[src/hdl/stled_pkg.sv]
`timescale 1ns / 1ps

package stled_pkg;

    // Digit store depth and derived widths
    localparam int MAX_DIGITS = 5;
    localparam int CNT_W      = $clog2(MAX_DIGITS + 1);

    localparam int FUNC_W   = 2;
    localparam int LEN_W    = 16;
    localparam int NUM_W    = 16;
    localparam int ELAPSE_W = 17;
    localparam int DIGIT_W  = 4;
    localparam int TICK_W   = 10;
    localparam int CFG_IDX_W  = 2;
    localparam int CFG_DATA_W = 10;
    localparam int IN_DATA_W  = LEN_W + NUM_W;
    localparam int OUT_DATA_W = 8;

    localparam logic [ELAPSE_W-1:0] ELAPSED_MAX = '1;

    // Register reset values
    localparam logic [TICK_W-1:0] INTERVAL_RST = TICK_W'(400);
    localparam logic [TICK_W-1:0] GAP_RST      = TICK_W'(500);

    // Divide-by-ten of a 16-bit value: (n * 0xCCCD) >> 19 is exact
    localparam logic [NUM_W-1:0] DIV10_MUL   = 16'hCCCD;
    localparam int               DIV10_SHIFT = 19;

    typedef enum logic [FUNC_W-1:0] {
        FUNC_TICK   = 2'd0,
        FUNC_FLASH  = 2'd1,
        FUNC_NUMBER = 2'd2,
        FUNC_NONE   = 2'd3
    } func_t;

    typedef enum logic [CFG_IDX_W-1:0] {
        CFG_ACTIVE_LOW = 2'd0,
        CFG_ENABLED    = 2'd1,
        CFG_INTERVAL   = 2'd2,
        CFG_GAP        = 2'd3
    } cfg_idx_t;

    // Digit blink phase
    typedef enum logic [3:0] {
        PH_IDLE = 4'b0001,
        PH_ON   = 4'b0010,
        PH_OFF  = 4'b0100,
        PH_GAP  = 4'b1000
    } phase_t;

    // Controller to datapath
    typedef struct packed {
        logic load;       // latch the accepted item, arm the decimal split
        logic conv_step;  // split off one decimal digit
        logic apply;      // update LED state and load the result register
    } dp_cmd_t;

    // Datapath to controller
    typedef struct packed {
        logic busy;       // a number sequence is running
        logic conv_done;  // decimal split finished
        logic out_free;   // result register can take a new result
    } dp_stat_t;

endpackage

[src/hdl/stled_ctrl.sv]
`timescale 1ns / 1ps

module stled_ctrl
(
    input  logic                           clk,
    input  logic                           rst_n,
    input  logic                           s_tvalid,
    input  logic [stled_pkg::FUNC_W-1:0]   s_tuser,
    output logic                           s_tready,
    input  stled_pkg::dp_stat_t            stat,
    output stled_pkg::dp_cmd_t             cmd
);

    typedef enum logic [2:0] {
        S_IDLE  = 3'b001,
        S_CONV  = 3'b010,
        S_APPLY = 3'b100
    } state_t;

    state_t state_reg;
    state_t state_next;
    logic   accept;

    assign accept = s_tvalid && s_tready;

    // State register
    always_ff @(posedge clk or negedge rst_n)
    begin
        if (!rst_n)
        begin
            state_reg <= S_IDLE;
        end
        else
        begin
            state_reg <= state_next;
        end
    end

    // Next state and commands
    always_comb
    begin
        state_next    = state_reg;
        s_tready      = 1'b0;
        cmd.load      = 1'b0;
        cmd.conv_step = 1'b0;
        cmd.apply     = 1'b0;
        unique case (state_reg)
            S_IDLE:
            begin
                s_tready = 1'b1;
                cmd.load = accept;
                if (accept)
                begin
                    if (stled_pkg::func_t'(s_tuser) == stled_pkg::FUNC_NUMBER && !stat.busy)
                    begin
                        state_next = S_CONV;
                    end
                    else
                    begin
                        state_next = S_APPLY;
                    end
                end
            end
            S_CONV:
            begin
                if (stat.conv_done)
                begin
                    state_next = S_APPLY;
                end
                else
                begin
                    cmd.conv_step = 1'b1;
                end
            end
            S_APPLY:
            begin
                if (stat.out_free)
                begin
                    cmd.apply  = 1'b1;
                    state_next = S_IDLE;
                end
            end
            default:
            begin
                state_next = S_IDLE;
            end
        endcase
    end

endmodule

[src/hdl/stled_dp.sv]
`timescale 1ns / 1ps

module stled_dp
(
    input  logic                               clk,
    input  logic                               rst_n,
    input  logic                               cfg_we,
    input  logic [stled_pkg::CFG_IDX_W-1:0]    cfg_index,
    input  logic [stled_pkg::CFG_DATA_W-1:0]   cfg_data,
    input  logic [stled_pkg::FUNC_W-1:0]       s_tuser,
    input  logic [stled_pkg::IN_DATA_W-1:0]    s_tdata,
    input  stled_pkg::dp_cmd_t                 cmd,
    output stled_pkg::dp_stat_t                stat,
    input  logic                               m_tready,
    output logic                               m_tvalid,
    output logic [stled_pkg::OUT_DATA_W-1:0]   m_tdata
);

    localparam int MD  = stled_pkg::MAX_DIGITS;
    localparam int CW  = stled_pkg::CNT_W;
    localparam int DW  = stled_pkg::DIGIT_W;
    localparam int TW  = stled_pkg::TICK_W;
    localparam int NW  = stled_pkg::NUM_W;
    localparam int EW  = stled_pkg::ELAPSE_W;
    localparam int LW  = stled_pkg::LEN_W;

    // Configuration registers
    logic          active_low_reg;
    logic          enabled_reg;
    logic [TW-1:0] interval_reg;
    logic [TW-1:0] gap_reg;

    // Latched item and decimal split
    stled_pkg::func_t func_reg;
    logic [LW-1:0]    flen_reg;
    logic [NW-1:0]    work_reg;
    logic [NW-1:0]    work_next;
    logic [CW-1:0]    cnt_reg;
    logic [CW-1:0]    cnt_next;
    logic [DW-1:0]    store_reg [MD];
    logic [DW-1:0]    store_next [MD];

    // LED state
    logic                  lit_reg;
    logic                  lit_next;
    logic [LW-1:0]         half_reg;
    logic [LW-1:0]         half_next;
    logic [EW-1:0]         elapsed_reg;
    logic [EW-1:0]         elapsed_next;
    logic [CW-1:0]         left_reg;
    logic [CW-1:0]         left_next;
    logic [DW-1:0]         blinks_reg;
    logic [DW-1:0]         blinks_next;
    stled_pkg::phase_t     phase_reg;
    stled_pkg::phase_t     phase_next;
    logic [TW-1:0]         pticks_reg;
    logic [TW-1:0]         pticks_next;

    // Result register
    logic                          out_valid_reg;
    logic                          out_valid_next;
    logic [stled_pkg::OUT_DATA_W-1:0] out_data_reg;
    logic [stled_pkg::OUT_DATA_W-1:0] out_data_next;

    // Divide by ten
    logic [2*NW-1:0] prod;
    logic [NW-1:0]   quot;
    logic [NW-1:0]   rem;

    // Helpers
    logic             busy;
    logic [TW-1:0]    limit;
    logic [TW:0]      pticks_inc;
    logic [DW-1:0]    blinks_dec;
    logic [DW-1:0]    shifted [MD];
    logic [EW-1:0]    elapsed_inc;

    assign busy = (phase_reg != stled_pkg::PH_IDLE);

    assign prod = work_reg * stled_pkg::DIV10_MUL;
    assign quot = NW'(prod >> stled_pkg::DIV10_SHIFT);
    assign rem  = work_reg - ((quot << 3) + (quot << 1));

    assign stat.busy      = busy;
    assign stat.conv_done = (work_reg == '0) || (cnt_reg == CW'(MD));
    assign stat.out_free  = !out_valid_reg || m_tready;

    assign m_tvalid = out_valid_reg;
    assign m_tdata  = out_data_reg;

    // Configuration writes
    always_ff @(posedge clk or negedge rst_n)
    begin
        if (!rst_n)
        begin
            active_low_reg <= 1'b0;
            enabled_reg    <= 1'b1;
            interval_reg   <= stled_pkg::INTERVAL_RST;
            gap_reg        <= stled_pkg::GAP_RST;
        end
        else if (cfg_we)
        begin
            unique case (stled_pkg::cfg_idx_t'(cfg_index))
                stled_pkg::CFG_ACTIVE_LOW: active_low_reg <= cfg_data[0];
                stled_pkg::CFG_ENABLED:    enabled_reg    <= cfg_data[0];
                stled_pkg::CFG_INTERVAL:   interval_reg   <= cfg_data[TW-1:0];
                stled_pkg::CFG_GAP:        gap_reg        <= cfg_data[TW-1:0];
                default:                   ;
            endcase
        end
    end

    // Decimal split: one digit per cycle, digits shift in from the top
    always_comb
    begin
        work_next = work_reg;
        cnt_next  = cnt_reg;
        for (int i = 0; i < MD; i++)
        begin
            store_next[i] = store_reg[i];
        end
        if (cmd.load)
        begin
            work_next = s_tdata[LW +: NW];
            cnt_next  = '0;
        end
        else if (cmd.conv_step)
        begin
            work_next = quot;
            cnt_next  = cnt_reg + CW'(1);
            for (int i = 0; i < MD - 1; i++)
            begin
                store_next[i] = store_reg[i+1];
            end
            store_next[MD-1] = rem[DW-1:0];
        end
        else if (cmd.apply && func_reg == stled_pkg::FUNC_TICK && busy
                 && phase_reg == stled_pkg::PH_GAP
                 && pticks_inc >= {1'b0, limit} && left_reg > CW'(1))
        begin
            for (int i = 0; i < MD; i++)
            begin
                store_next[i] = shifted[i];
            end
        end
    end

    // Next digit moves up to the read position
    always_comb
    begin
        shifted[0] = '0;
        for (int i = 1; i < MD; i++)
        begin
            shifted[i] = store_reg[i-1];
        end
    end

    // Item payload and digit store
    always_ff @(posedge clk)
    begin
        if (cmd.load)
        begin
            func_reg <= stled_pkg::func_t'(s_tuser);
            flen_reg <= s_tdata[LW-1:0];
        end
        work_reg <= work_next;
        cnt_reg  <= cnt_next;
        for (int i = 0; i < MD; i++)
        begin
            store_reg[i] <= store_next[i];
        end
    end

    // Phase limits and counters
    always_comb
    begin
        limit = (phase_reg == stled_pkg::PH_GAP) ? gap_reg : interval_reg;
        if (limit == '0)
        begin
            limit = TW'(1);
        end
        pticks_inc  = {1'b0, pticks_reg} + (TW+1)'(1);
        blinks_dec  = (blinks_reg != '0) ? blinks_reg - DW'(1) : '0;
        elapsed_inc = (elapsed_reg < stled_pkg::ELAPSED_MAX)
                      ? elapsed_reg + EW'(1) : elapsed_reg;
    end

    // LED and digit sequence update
    always_comb
    begin
        lit_next       = lit_reg;
        half_next      = half_reg;
        elapsed_next   = elapsed_reg;
        left_next      = left_reg;
        blinks_next    = blinks_reg;
        phase_next     = phase_reg;
        pticks_next    = pticks_reg;
        out_valid_next = out_valid_reg && !m_tready;
        out_data_next  = out_data_reg;
        if (cmd.apply)
        begin
            unique case (func_reg)
                stled_pkg::FUNC_TICK:
                begin
                    elapsed_next = elapsed_inc;
                    if (busy)
                    begin
                        if (pticks_inc < {1'b0, limit})
                        begin
                            pticks_next = pticks_inc[TW-1:0];
                        end
                        else
                        begin
                            pticks_next = '0;
                            unique case (phase_reg)
                                stled_pkg::PH_ON:
                                begin
                                    lit_next   = 1'b0;
                                    phase_next = stled_pkg::PH_OFF;
                                end
                                stled_pkg::PH_OFF:
                                begin
                                    blinks_next = blinks_dec;
                                    if (blinks_dec != '0)
                                    begin
                                        lit_next   = 1'b1;
                                        phase_next = stled_pkg::PH_ON;
                                    end
                                    else
                                    begin
                                        phase_next = stled_pkg::PH_GAP;
                                    end
                                end
                                default:
                                begin
                                    // gap over: next digit or end of number
                                    lit_next = 1'b0;
                                    if (left_reg > CW'(1))
                                    begin
                                        left_next = left_reg - CW'(1);
                                        if (shifted[MD-1] != '0)
                                        begin
                                            blinks_next = shifted[MD-1];
                                            phase_next  = stled_pkg::PH_ON;
                                            lit_next    = 1'b1;
                                        end
                                        else
                                        begin
                                            blinks_next = '0;
                                            phase_next  = stled_pkg::PH_GAP;
                                        end
                                    end
                                    else
                                    begin
                                        left_next  = '0;
                                        phase_next = stled_pkg::PH_IDLE;
                                    end
                                end
                            endcase
                        end
                    end
                    else if (!enabled_reg || half_reg == '0)
                    begin
                        lit_next = 1'b0;
                    end
                    else if (elapsed_inc > {1'b0, half_reg})
                    begin
                        elapsed_next = '0;
                        lit_next     = !lit_reg;
                    end
                end
                stled_pkg::FUNC_FLASH:
                begin
                    if (!busy)
                    begin
                        lit_next     = 1'b1;
                        elapsed_next = '0;
                        half_next    = flen_reg;
                    end
                end
                stled_pkg::FUNC_NUMBER:
                begin
                    // most significant digit sits at the top of the store
                    if (!busy && cnt_reg != '0)
                    begin
                        left_next   = cnt_reg;
                        pticks_next = '0;
                        if (store_reg[MD-1] != '0)
                        begin
                            blinks_next = store_reg[MD-1];
                            phase_next  = stled_pkg::PH_ON;
                            lit_next    = 1'b1;
                        end
                        else
                        begin
                            blinks_next = '0;
                            phase_next  = stled_pkg::PH_GAP;
                            lit_next    = 1'b0;
                        end
                    end
                end
                default:
                begin
                end
            endcase
            out_valid_next = 1'b1;
            out_data_next  = {5'b0, (phase_next != stled_pkg::PH_IDLE),
                              lit_next, lit_next ^ active_low_reg};
        end
    end

    // State registers
    always_ff @(posedge clk or negedge rst_n)
    begin
        if (!rst_n)
        begin
            lit_reg       <= 1'b0;
            half_reg      <= '0;
            elapsed_reg   <= '0;
            left_reg      <= '0;
            blinks_reg    <= '0;
            phase_reg     <= stled_pkg::PH_IDLE;
            pticks_reg    <= '0;
            out_valid_reg <= 1'b0;
        end
        else
        begin
            lit_reg       <= lit_next;
            half_reg      <= half_next;
            elapsed_reg   <= elapsed_next;
            left_reg      <= left_next;
            blinks_reg    <= blinks_next;
            phase_reg     <= phase_next;
            pticks_reg    <= pticks_next;
            out_valid_reg <= out_valid_next;
        end
    end

    // Result payload
    always_ff @(posedge clk)
    begin
        out_data_reg <= out_data_next;
    end

endmodule

[src/hdl/status_led_flash_and_digit_blinker_unit.sv]
`timescale 1ns / 1ps

// Channel  Signals                     Payload
// input    s_tvalid s_tready s_tdata   tdata: flash_length[15:0] number_value[31:16]
//                   s_tuser            tuser: func[1:0]
// output   m_tvalid m_tready m_tdata   tdata: pin_level[0] led_on[1] showing_digits[2]
// config   cfg_we cfg_index cfg_data   0 active_low, 1 enabled, 2 digit_interval, 3 gap_len
//
// One item at a time. Tick, flash and idle codes go from transfer to the update step,
// which loads the result register; a show-number item taken while no sequence runs first
// passes the decimal split, one digit per cycle; taken during a sequence it skips the split.
// Reset is asynchronous; no clearing pass is needed.
// The next item is taken while a result waits; a stalled output holds the block in its
// update step until the result register frees.

module status_led_flash_and_digit_blinker_unit
(
    input  logic                               clk,
    input  logic                               rst_n,
    input  logic                               cfg_we,
    input  logic [stled_pkg::CFG_IDX_W-1:0]    cfg_index,
    input  logic [stled_pkg::CFG_DATA_W-1:0]   cfg_data,
    input  logic                               s_tvalid,
    output logic                               s_tready,
    input  logic [stled_pkg::IN_DATA_W-1:0]    s_tdata,   // flash_length, number_value
    input  logic [stled_pkg::FUNC_W-1:0]       s_tuser,   // func
    output logic                               m_tvalid,
    input  logic                               m_tready,
    output logic [stled_pkg::OUT_DATA_W-1:0]   m_tdata    // pin_level, led_on, showing_digits
);

    stled_pkg::dp_cmd_t  cmd;
    stled_pkg::dp_stat_t stat;

    // Sequencer
    stled_ctrl u_ctrl
    (
        .clk      (clk),
        .rst_n    (rst_n),
        .s_tvalid (s_tvalid),
        .s_tuser  (s_tuser),
        .s_tready (s_tready),
        .stat     (stat),
        .cmd      (cmd)
    );

    // LED state, digit split and result register
    stled_dp u_dp
    (
        .clk       (clk),
        .rst_n     (rst_n),
        .cfg_we    (cfg_we),
        .cfg_index (cfg_index),
        .cfg_data  (cfg_data),
        .s_tuser   (s_tuser),
        .s_tdata   (s_tdata),
        .cmd       (cmd),
        .stat      (stat),
        .m_tready  (m_tready),
        .m_tvalid  (m_tvalid),
        .m_tdata   (m_tdata)
    );

endmodule

[config.mk]
export PLATFORM = sky130hd
export DESIGN_NAME = status_led_flash_and_digit_blinker_unit
export DESIGN_NICKNAME = d
export VERILOG_FILES = /design/src/hdl/stled_pkg.sv /design/src/hdl/stled_ctrl.sv /design/src/hdl/stled_dp.sv /design/src/hdl/status_led_flash_and_digit_blinker_unit.sv
export SDC_FILE = /design/constraint.sdc
export NUM_CORES = 1
export LEC_CHECK = 0
export BUFFER_PORTS_ARGS = -buffer_cell sky130_fd_sc_hd__buf_4
export CAP_MARGIN = 15
export CORE_MARGIN = 2
export CORE_UTILIZATION = 65
export CTS_CLUSTER_SIZE = 14
export DETAILED_ROUTE_END_ITERATION = 7
export PLACE_DENSITY = 0.9
export SLEW_MARGIN = 25
export SYNTH_ARGS = -nofsm -noshare
export SYNTH_HDL_FRONTEND = slang
export SYNTH_SLANG_ARGS = --single-unit
[constraint.sdc]
create_clock -name clk -period 9.3 [get_ports clk]
set_clock_uncertainty 0.1 [all_clocks]
set_input_delay 0.93 -clock clk [delete_from_list [all_inputs] [get_ports clk]]
set_output_delay 0.93 -clock clk [all_outputs]
set_load 0.005 [all_outputs]
Word level (Yosys, flattened, before mapping). Memories as Yosys holds them, arrays and structs flattened. Cells that the tools add are included.

$add $sub $neg: 7. $mul: 1. Divide/modulo/power cells: 0. $lt $le $gt $ge: 5. Equality and inequality tests: 25. Shift operators: 0. Muxes and demuxes: 67. Bitwise logic cells: 2. Reduce and logical (&&, ||, !) cells: 41.

Operators by type and width (count): 17-bit 2-to-1 mux (5); 20-bit 2-to-1 mux (3); 4-bit 2-to-1 mux (15); 10-bit 2-to-1 mux (5); 17-bit case mux with 2 select lines (1); 16-bit zero test (2); 16-bit by 16-bit multiplier with 32-bit output, second input constant (1); 16-bit 2-to-1 mux (2); 4-bit case mux with 2 select lines (4); 3-bit 2-to-1 mux (9); 10-bit case mux with 2 select lines (1); 1-bit 2-to-1 mux (18); 17-bit by 1-bit adder with 17-bit output, second input constant (1); 17-bit by 16-bit > comparator with 1-bit output (1); 17-bit less-than comparator, second input constant (1); 4-bit nonzero test (4); 2-bit inequality test, second input constant (6); 10-bit by 1-bit adder with 11-bit output, second input constant (1); 11-bit by 10-bit greater-or-equal comparator with 1-bit output (1); 11-bit by 10-bit less-than comparator with 1-bit output (1); 10-bit zero test (1); 1-bit logical AND (9); 3-bit case mux with 3 select lines (1); 3-bit AND reduction (3); other kinds (32) (52).

Bits in registers: 121. Bits in latches: 0. Memory bits (writable): 20. ROM bits: 0. Input bits: 51. Output and inout port bits: 10. Word-level logic and storage cells: 167. Memories kept: 1.

Memory list: u_dp.store_reg (depth 5, bits a word 4, read ports 5, clocked after memory_dff 0, write ports 5, line stled_dp.sv:40) `logic [DW-1:0] store_reg [MD];`.

Longest topological paths before layout. Gate-level depths: netlist of run 1.

Depth after elaboration: 12. Mapped depth: 23. Mapped depth without buffers: 23.

By module. From an unflattened synthesis of run 1, not the netlist that was laid out.

Cell total of the unflattened synthesis: 1233. Area, all modules: 12406.9 sq um.

By module, submodules not included: stled_dp (times used 1, cells each 1217, area each 12228.0 sq um, seq. area each 3737.3 sq um); stled_ctrl (times used 1, cells each 16, area each 178.9 sq um, seq. area each 76.3 sq um).

Worst setup path before layout of run 1. Ideal clock, no wire load.

Path type: reg2reg. Start point: reg u_dp.work_reg[6]. End point: reg u_dp.work_reg[11], data pin. Setup time: 269 ps. Data arrival time: 5457 ps. Data required time: 8931 ps. Slack: 3474 ps. Stages on the path, launching flop included: 23. Path buffers: 0. Clock period less this slack: 5826 ps. Path through: edfxtp_1 > inv_1 > ha_1 > inv_1 > fa_1 > inv_1 > fa_1 > fa_1 > fa_1 > inv_1 > fa_1 > inv_1 > ha_1 > o21ai_0 > inv_1 > a211oi_1 > a21oi_1 > a221o_1 > a41oi_2 > nand2_1 > a31oi_1 > xor2_1 > o21ai_0.

Word-level cells in the longest chain between the ends: 3.

Ends and longest elaborated chain: start, declared (line stled_dp.sv:36) `logic [NW-1:0] work_reg;`; start signal, assigned (line stled_dp.sv:166) `work_reg <= work_next;`; 16-bit by 16-bit multiplier with 32-bit output (line stled_dp.sv:80) `assign prod = work_reg * stled_pkg::DIV10_MUL;`; 16-bit 2-to-1 mux (line stled_dp.sv:127) `else if (cmd.conv_step)`; 16-bit 2-to-1 mux (line stled_dp.sv:122) `if (cmd.load)`; net u_dp.work_next[11] (line stled_dp.sv:37) `logic [NW-1:0] work_next;`.

The timed path passes the listed nets, and every way through them passes these cells. The select of a mux whose other input is x is not followed. A chain may end at the register's enable or synchronous reset.

==> results of run 1 <==
worst paths after layout:
check	to	slack, ps	startpoint
min in group asynchronous	u_dp.half_reg[11]	430	rst_n
setup / recovery	u_dp.store_reg[0][19]	2710	u_dp.work_reg[7]
max in group asynchronous	u_ctrl.state_reg[2]	8140	rst_n
hold / removal	u_dp.half_reg[13]	360	u_dp.flen_reg[13]
hold reg to reg	u_dp.half_reg[13]	360	u_dp.flen_reg[13]
setup reg to reg	u_dp.store_reg[0][19]	2710	u_dp.work_reg[7]
critical path: cells and delay by family, from the launching register on:
family	cells	cell delay (ps)
fa+ha+maj	8	3620
xor+xnor	3	500
flops	1	490
simple gates	2	160
buf+inv	5	320
compound gates	5	1120
cells in the final DEF, fill, tap and decap left out, types with 10 or more instances in the layout:
cell,count
nand4_1,13
nor3_1,13
o21ai_0,69
a21o_1,10
nor2_1,53
xnor2_1,24
inv_1,206
dfstp_2,12
dfrtp_1,69
edfxtp_1,57
ha_1,175
nand2_1,98
fa_1,80
a211oi_1,11
a21oi_1,45
and3_1,10
mux2_2,38
mux2i_1,12
xor2_1,20
nand2b_1,17
buf_4,58
nand3_1,21
clkbuf_16,17
synth_stat cells (all sizes together) (3+ instances only):
master,number,area share
clkbuf,21,0.0069
nand4,13,0.0068
nor2,54,0.017
mux2,38,0.036
dfstp,12,0.026
a21o,11,0.0070
nand3,21,0.0087
nor2b,7,0.0036
o31ai,7,0.0044
ha,175,0.18
inv,206,0.064
and2b,4,0.0028
or2,4,0.0021
xor2,20,0.015
edfxtp,57,0.14
a21oi,46,0.019
o21ai,76,0.032
o41ai,4,0.0042
nand2,99,0.031
mux2i,12,0.010
nor3,15,0.0062
and2,3,0.0016
xnor2,24,0.017
fa,80,0.13
buf,11,0.0074
nand2b,17,0.0088
and3,14,0.0083
nand3b,7,0.0044
o21a,4,0.0025
nor4,7,0.0036
a211oi,11,0.0069
dfxtp,3,0.0050
a211o,5,0.0037
dfrtp,69,0.14
a32o,4,0.0033
nor3b,3,0.0019
metrics by stage:
| stage | instance area [um^2] | setup slack, ps | utilization | hold slack, ps | cells |
|---|---|---|---|---|---|
| 6_report | 13300 | 2710 | 0.733 | 364 | 1481 |
| 3_5_place_dp | 12600 | 2820 | 0.697 | 344 | 1449 |
| 3_3_place_gp | 12600 | 2980 | 0.697 | 342 | 1449 |
| 2_1_floorplan | 12000 | 3470 | - | 326 | 1193 |
| 5_1_grt | 13300 | 2410 | 0.733 | 386 | 1481 |
| 4_1_cts | 13200 | 2790 | 0.732 | 361 | 1481 |
cell families after synthesis:
kind of cell | Yosys count | synth area share
compound gates | 189 | 0.102
flops | 141 | 0.317
fa+ha+maj | 255 | 0.315
xor+xnor | 44 | 0.0320
mux | 50 | 0.0455
simple gates | 271 | 0.110
buf+inv | 238 | 0.0785
other cells | 1 | 0.000312
final cells by class:
| cell class | count | area (um^2) | area share |
|---|---|---|---|
| repair buffers | 59 | 447 | 0.0337 |
| multi-input cells | 814 | 7300 | 0.551 |
| well taps | 229 | 287 | 0.0216 |
| clock inverters | 15 | 204 | 0.0154 |
| inverters | 206 | 773 | 0.0583 |
| flip-flops and latches | 141 | 3810 | 0.288 |
| clock buffers | 17 | 425 | 0.0321 |
routing by layer:
| layer | up-vias | global-route usage | share of wire |
|---|---|---|---|
| met1 | 4244 | 0.364 | 0.41 |
| li1 | 4100 | - | - |
| met3 | 65 | 0.0444 | 0.043 |
| met2 | 261 | 0.520 | 0.52 |
| met5 | - | 0 | 0 |
| met4 | 0 | 0.119 | 0.034 |
==> reports/qor.csv, run 1 <==
stage,metric,value,unit
outcome,outcome,finished clean,
clock_tree,cts_hold_buf,0,
critical_path,cp.arrival,6660,ps
clock_tree,clockBufferDepth,2,
die,start_util,0.665,
logic_synthesis,synth_warnings,0,
timing,hold_violations,0,
place,gp_congestion,0.985,
cells_and_area,n_antenna_cell,0,
die,rows,49,
grt,grt_pass1_vias,9252,
cells_and_area,largest_register_ffs,20,
cells_and_area,fill_cells,1188,
critical_path,startpoint_type,flip-flop,
grt,overflow,0,
routing,drt_iter0_drc,552,
logic_synthesis,syn_area,12000,um^2
logic_synthesis,seq_area_frac_synth,0.317,
routing,drc,0,
critical_path,crit_path_cell_trace,"inv_1, ha_1, inv_1, fa_1, inv_1, fa_1, fa_1, fa_1, inv_1, fa_1, inv_1, ha_1, nand2_1, a211oi_1, o211ai_1, a21oi_1, nor2_1, xnor2_1, ha_1, a21oi_1, xnor2_1, xnor2_1, o21ai_0",
critical_path,crit_path_max_fanout,6,
die,dieArea,19600,um^2
clock_tree,htreeDepth,4,
critical_path,cp.required,9360,ps
routing,wl_per_cell,18.2,um
critical_path,reg2reg_depth,23,
critical_path,crit_slowest_cell,fa_1,
critical_path,worstSetupEndpointType,flip-flop,
timing,worst_pin_slew,979,ps
place,hpwlAfterDp,20.9,mm
die,die_w,140,um
logic_synthesis,synth-main-ff-cell,dfrtp_1,
critical_path,max_stage_delay,560,ps
logic_synthesis,synth-edff-count,57,
timing,drv_slew,0,
run,cap_violations,0,
clock_tree,clk_pin_slew,60,ps
hold_path,hold_class,reg2reg,
cells_and_area,final_net_count,1545,
timing,slew_headroom,0.346,
clock_tree,insertion_delay,430,ps
routing,drt-total-wl,27.0,mm
place,port_buffers,55,
critical_path,path_class,reg2reg,
grt,grt_antenna_before_repair,0,
clock_tree,clockRootBuffer,clkbuf_16,
logic_synthesis,synth.distinct_cells,71,
timing,tns,0,ps
grt,grt_max_degree,82,
timing,fmax,152,MHz
routing,dr.pass1.iters,7,
clock_tree,post-cts-setup-buffers,0,
cells_and_area,syn2layout_area_growth,10.1,%
routing,vias,8670,
hold_path,worstHoldPathCells,2,
grt,grtUsageTotal,0.294,
routing,ant_nets,0,
die,coreArea,18100,um^2
logic_synthesis,netlist_instances,1189,
clock_tree,postCtsResizedCells,0,
logic_synthesis,yosys_register_bits,141,
die,ios,61,
timing,rsz0062_at_grt,false,
timing,min_period,6590,ps
cells_and_area,drive_gt1_frac,0.133,
clock_tree,cts_tree,built,
logic_synthesis,synth_area_per_cell,10.1,um^2
logic_synthesis,async_flop_share,0.574,
timing,fin_crit_sh,0.709,
die,die_h,140,um
clock_tree,cts_buffers,17,
clock_tree,cts.sinks,141,
grt,grt_pass1_wl,45.3,mm
routing,viasPerCell,5.85,
timing,setup_violations,0,
Power of run 1 is left out: the tool's default activity adds up to more than one toggle a clock period on the data nets, which glitch-free logic cannot reach.
==> run 2: changes to the inputs <==
--- a/config.mk
+++ b/config.mk
@@ -8,10 +8,10 @@
 export BUFFER_PORTS_ARGS = -buffer_cell sky130_fd_sc_hd__buf_4
 export CAP_MARGIN = 15
 export CORE_MARGIN = 2
-export CORE_UTILIZATION = 65
+export CORE_UTILIZATION = 63
 export CTS_CLUSTER_SIZE = 14
 export DETAILED_ROUTE_END_ITERATION = 7
-export PLACE_DENSITY = 0.9
+export PLACE_DENSITY = 0.88
 export SLEW_MARGIN = 25
 export SYNTH_ARGS = -nofsm -noshare
 export SYNTH_HDL_FRONTEND = slang
==> constraint.sdc (replaced) <==
create_clock -name clk -period 6.2 [get_ports clk]
set_clock_uncertainty 0.1 [all_clocks]
set_input_delay 0.62 -clock clk [delete_from_list [all_inputs] [get_ports clk]]
set_output_delay 0.62 -clock clk [all_outputs]
set_load 0.005 [all_outputs]
==> run 2 against run 1 <==
Effect of this change:
- the flow now finishes with violations (negative setup slack)
- first-iteration DRC count increased by 54%
- worst hold slack worse by 230 ps
- routed wire length grew 8.1%
- highest routed layer unchanged
- flip-flop and latch count is the same
- final cell count increased by 2.5%
- count of clock-buffer cells in the layout did not move
- non-clock buffer count increased by 32
- global-route usage is 0.27 points lower
- fmax grew 5.2%
- core utilization is 0.85 points lower
- via count rose by 5.5%
- critical path depth did not move
==> reports/qor.csv, run 2 (same netlist as run 1, synthesis figures left out) <==
stage,metric,value,unit
cells_and_area,multi_input_area,7380,um^2
critical_path,crit_path_max_fanout,4,
routing,dr.pass1.iters,6,
timing,postLayoutSetupSlackWorst,-65.8,ps
grt,grt_pass1_wl,45.7,mm
grt,grtUsageTotal,0.291,
critical_path,startpoint_type,flip-flop,
routing,wl_met3,1.60,mm
die,dieArea,20200,um^2
routing,drc,0,
hold_path,hold_class,in2async,
place,hpwlAfterDp,21.3,mm
clock_tree,cts_hold_buf,0,
place,gp_congestion,0.998,
place,dp_slack,-23.3,ps
cells_and_area,n_antenna_cell,0,
timing,rsz0062_at_grt,true,
timing,setup_violations,1,
timing,fin_crit_sh,1.01,
clock_tree,clockBufferDepth,2,
timing,worst_pin_slew,991,ps
die,coreArea,18700,um^2
timing,slew_headroom,0.338,
routing,drt-total-wl,29.2,mm
place,port_buffers,55,
critical_path,cp.arrival,6330,ps
cells_and_area,layout_commonest_cell,inv_1,
timing,fmax,160,MHz
cells_and_area,fill_cells,1234,
outcome,outcome,finished with violations,
clock_tree,clk_pin_slew,70,ps
routing,routed.top_layer,met4,
critical_path,crit_start,u_dp.work_reg[6],
cells_and_area,syn2layout_area_growth,12.6,%
critical_path,cp.required,6260,ps
cells_and_area,regArea,3810,um^2
routing,drt_iter0_drc,850,
timing,hold_violations,0,
clock_tree,insertion_delay,430,ps
critical_path,reg2reg_from,u_dp.work_reg[6],
clock_tree,cts_buffers,17,
timing,min_period,6270,ps
grt,overflow,0,
grt,grt_pass1_vias,9308,
critical_path,reg2reg_depth,23,
clock_tree,htreeDepth,4,
outcome,violations,negative setup slack,
cells_and_area,largest_register_ffs,20,
cells_and_area,drive_gt1_frac,0.167,
routing,viasPerCell,6.03,
cells_and_area,final_net_count,1577,
clock_tree,cts.sinks,141,
routing,wl_per_cell,19.2,um
routing,vias,9148,
die,rows,50,
routing,wl_met2,14.8,mm
critical_path,worstSetupEndpointType,flip-flop,
die,start_util,0.643,
run,cap_violations,0,
cells_and_area,layout_common_cells,"inv_1, ha_1, nand2_1",
clock_tree,cts_tree,built,
routing,routedLengthMet1,11.1,mm
critical_path,path_class,reg2reg,
grt,grt_antenna_before_repair,0,
die,ios,61,
grt,grt_max_degree,82,
clock_tree,clockRootBuffer,clkbuf_16,
timing,drv_slew,0,
routing,ant_nets,0,
die,die_h,142,um
die,die_w,142,um
run 2: path summary, 6_finish.rpt:
kind	end	slack, ps
hold / removal	u_dp.elapsed_reg[7]	140
hold reg to reg	u_dp.half_reg[14]	350
min in group clk	u_dp.flen_reg[11]	270
setup / recovery	u_dp.store_reg[0][19]	-70
setup reg to reg	u_dp.store_reg[0][19]	-70
max in group asynchronous	u_ctrl.state_reg[2]	5360
run 2: repair_timing:
action                     4_1_cts  5_1_grt
gates resized for setup          1       18
buffers inserted                 0       10
gates cloned                     0        0
pin swaps                        0        9
hold endpoints to repair         0        0
setup endpoints to repair        1        7
run 2: area by class of cell:
type	instances	area share
multi-input combinational	814	0.544
sequential	141	0.281
inverter	206	0.0571
timing repair buffer	91	0.0507
clock buffer	17	0.0314
tap	234	0.0216
clock inverter	15	0.0133
run 2: metal layers:
layer / vias up / global-route usage
met4: 0 / 0.142
met2: 380 / 0.505
met3: 136 / 0.0511
li1: 4167 / -
met1: 4465 / 0.353
met5: - / 0
run 2: per-stage QoR:
stage | cells | hold slack, ps | area, um^2 | setup TNS (ps) | util
5_1_grt | 1518 | 177 | 13500 | -587 | 0.724
3_5_place_dp | 1476 | 346 | 12800 | -23.3 | 0.684
3_3_place_gp | 1476 | 336 | 12800 | 0 | 0.684
6_report | 1518 | 137 | 13500 | -65.8 | 0.724
4_1_cts | 1508 | 256 | 13400 | 0 | 0.716
2_1_floorplan | 1193 | 224 | 12000 | 0 | -
run 2: critical path, cell delays in order (launching register included):
cell and delay, ps:
edfxtp_1 370, inv_1 60, ha_1 300, inv_1 70
fa_1 540, inv_1 70, fa_1 620, fa_1 480
fa_1 560, inv_1 70, fa_1 530, inv_1 40
ha_1 290, nand2_1 60, a211oi_2 140, o211ai_1 160
a21oi_2 340, nor2_2 90, xnor2_2 160, ha_1 340
a21oi_2 180, xnor2_1 160, xnor2_1 150, o21ai_0 110
Power of run 2 is left out for the same reason.
==> run 3: changes to the inputs <==
--- a/config.mk
+++ b/config.mk
@@ -5,14 +5,13 @@
 export SDC_FILE = /design/constraint.sdc
 export NUM_CORES = 1
 export LEC_CHECK = 0
-export BUFFER_PORTS_ARGS = -buffer_cell sky130_fd_sc_hd__buf_4
+export BUFFER_PORTS_ARGS = -buffer_cell sky130_fd_sc_hd__clkbuf_2
 export CAP_MARGIN = 15
 export CORE_MARGIN = 2
 export CORE_UTILIZATION = 63
 export CTS_CLUSTER_SIZE = 14
 export DETAILED_ROUTE_END_ITERATION = 7
 export PLACE_DENSITY = 0.88
-export SLEW_MARGIN = 25
 export SYNTH_ARGS = -nofsm -noshare
 export SYNTH_HDL_FRONTEND = slang
 export SYNTH_SLANG_ARGS = --single-unit
==> constraint.sdc (replaced) <==
create_clock -name clk -period 6.2 [get_ports clk]
set_clock_uncertainty 0.1 [all_clocks]
set_input_delay 0 -clock clk [delete_from_list [all_inputs] [get_ports clk]]
set_output_delay 0 -clock clk [all_outputs]
set_load 0.005 [all_outputs]
==> run 3 against run 2 <==
Effect of this change:
- the flow now finishes without violations
- fmax grew 2.9%
- non-clock buffer count is 60 higher
- die area unchanged
- core utilization grew 2.8 points
- count of clock-buffer cells in the layout rose by 1
- sequential share of layout area fell by 1.0 points
- routed wire length up 1.0%
- final area rose by 3.8%
- via count rose by 1.1%
- worst hold slack gained 32 ps
- critical endpoint unchanged
- largest cell class unchanged
==> reports/qor.csv, run 3 (same netlist as run 1, synthesis figures left out) <==
stage,metric,value,unit
die,dieArea,20200,um^2
cells_and_area,syn2layout_area_growth,16.9,%
grt,overflow,0,
timing,min_period,6090,ps
timing,hold_violations,0,
clock_tree,clockRootBuffer,clkbuf_16,
critical_path,max_stage_delay,560,ps
die,die_w,142,um
die,ios,61,
die,coreArea,18700,um^2
routing,dr.pass1.iters,5,
cells_and_area,stdcell_area,14100,um^2
cells_and_area,layout_common_cells,"inv_1, ha_1, nand2_1",
hold_path,hold_class,in2async,
critical_path,crit_slowest_cell,fa_1,
timing,setup_violations,0,
clock_tree,cts_buffers,17,
place,port_buffers,55,
die,rows,50,
timing,slew_headroom,0.287,
cells_and_area,layout_commonest_cell,inv_1,
die,start_util,0.643,
timing,hold_slack,169,ps
cells_and_area,final_net_count,1637,
die,die_h,142,um
critical_path,cpLargestDelayFamily,adder cells,
critical_path,worstSetupEndpointType,flip-flop,
timing,worst_pin_slew,1070,ps
grt,grt_max_degree,82,
critical_path,startpoint_type,flip-flop,
routing,ant_nets,0,
cells_and_area,largest_register_ffs,20,
cells_and_area,n_antenna_cell,0,
routing,drt_iter0_drc,677,
routing,wl_per_cell,18.7,um
clock_tree,clockBufferDepth,2,
timing,drv_slew,0,
clock_tree,htreeDepth,4,
cells_and_area,fill_cells,1159,
cells_and_area,final-instance-count-excl-fill,1578,
routing,vias,9248,
clock_tree,cts.sinks,141,
critical_path,path_class,reg2reg,
critical_path,path_buf_inv,3,
routing,drc,0,
clock_tree,clk_pin_slew,60,ps
critical_path,cp.required,6270,ps
clock_tree,cts_tree,built,
critical_path,cp.arrival,6160,ps
grt,grt_antenna_before_repair,0,
critical_path,cpMostUsedCell,fa_1,
clock_tree,insertion_delay,440,ps
routing,viasPerCell,5.86,
run,cap_violations,0,
grt,grtUsageTotal,0.297,
timing,fmax,164,MHz
place,hpwlAfterDp,21.0,mm
grt,grt_pass1_wl,46.7,mm
outcome,outcome,finished clean,
place,dpl_cell_area,12700,um^2
critical_path,crit_path_max_fanout,5,
place,gp_congestion,0.979,
timing,rsz0062_at_grt,true,
timing,fin_crit_sh,0.982,
place,dp_cells,1477,
critical_path,crit_path_cell_trace,"buf_4, ha_1, ha_1, fa_1, fa_1, fa_1, inv_1, fa_1, inv_1, ha_1, nand2_1, a211oi_2, o211ai_1, a21oi_2, nor2_2, xnor2_2, ha_4, a21oi_4, xnor2_2, xnor2_1, o21ai_1",
cells_and_area,drive_gt1_frac,0.173,
routing,drt-total-wl,29.5,mm
grt,grt_pass1_vias,9511,
## run 3: cell count changes in the layout (fill, tap and decap cells not counted), moves of 4 or more
cell,before,now
ha_4,2,7
ha_1,172,165
clkbuf_2,0,54
dlygate4sd3_1,0,53
buf_4,90,44
o21ai_0,68,64
## run 3: layer usage
layer / wire (um) / global-route usage / vias to the layer above
met4: 1380 / 0.140 / 0
met3: 1360 / 0.0464 / 104
met1: 11700 / 0.355 / 4495
met2: 15100 / 0.525 / 364
li1: - / - / 4285
met5: 0 / 0 / -
## run 3: timing repair
item	4_1_cts	5_1_grt
cloned	0	0
gates resized for setup	1	35
setup endpoints to repair	1	8
buffers inserted	0	16
pin swaps	0	21
hold buffers	53	0
endpoints found under the hold margin	129	0
## run 3: worst paths after layout
| path | to | startpoint | depth (start not counted) | slack [ps] |
|---|---|---|---|---|
| worst min register to register | u_dp.half_reg[13] | u_dp.flen_reg[13] | 2 | 350 |
| min in group clk | u_dp.flen_reg[15] | s_tdata[15] | 2 | 180 |
| max in group asynchronous | u_dp.phase_reg[3] | rst_n | 2 | 5100 |
| worst min-delay path | u_dp.elapsed_reg[8] | rst_n | 2 | 170 |
| worst max-delay path | u_dp.store_reg[0][19] | u_dp.work_reg[6] | 21 | 110 |
| worst max register to register | u_dp.store_reg[0][19] | u_dp.work_reg[6] | 21 | 110 |
## run 3: cell type report
type | instances | area, um^2 | share of cell area
inverter | 206 | 773 | 0.0550
clock buffer | 18 | 429 | 0.0305
timing repair buffer | 151 | 1130 | 0.0804
sequential | 141 | 3810 | 0.271
multi-input combinational | 814 | 7480 | 0.532
clock inverter | 14 | 148 | 0.0105
tap | 234 | 293 | 0.0208
## run 3: through the flow
step,setup slack (ps),util,setup TNS [ps]
floorplan,374,-,0
global placement,137,0.677,0
detailed placement,-40.8,0.677,-40.8
CTS,18.3,0.736,0
global route,-183,0.752,-243
finish,110,0.752,0
Power of run 3 is left out for the same reason.
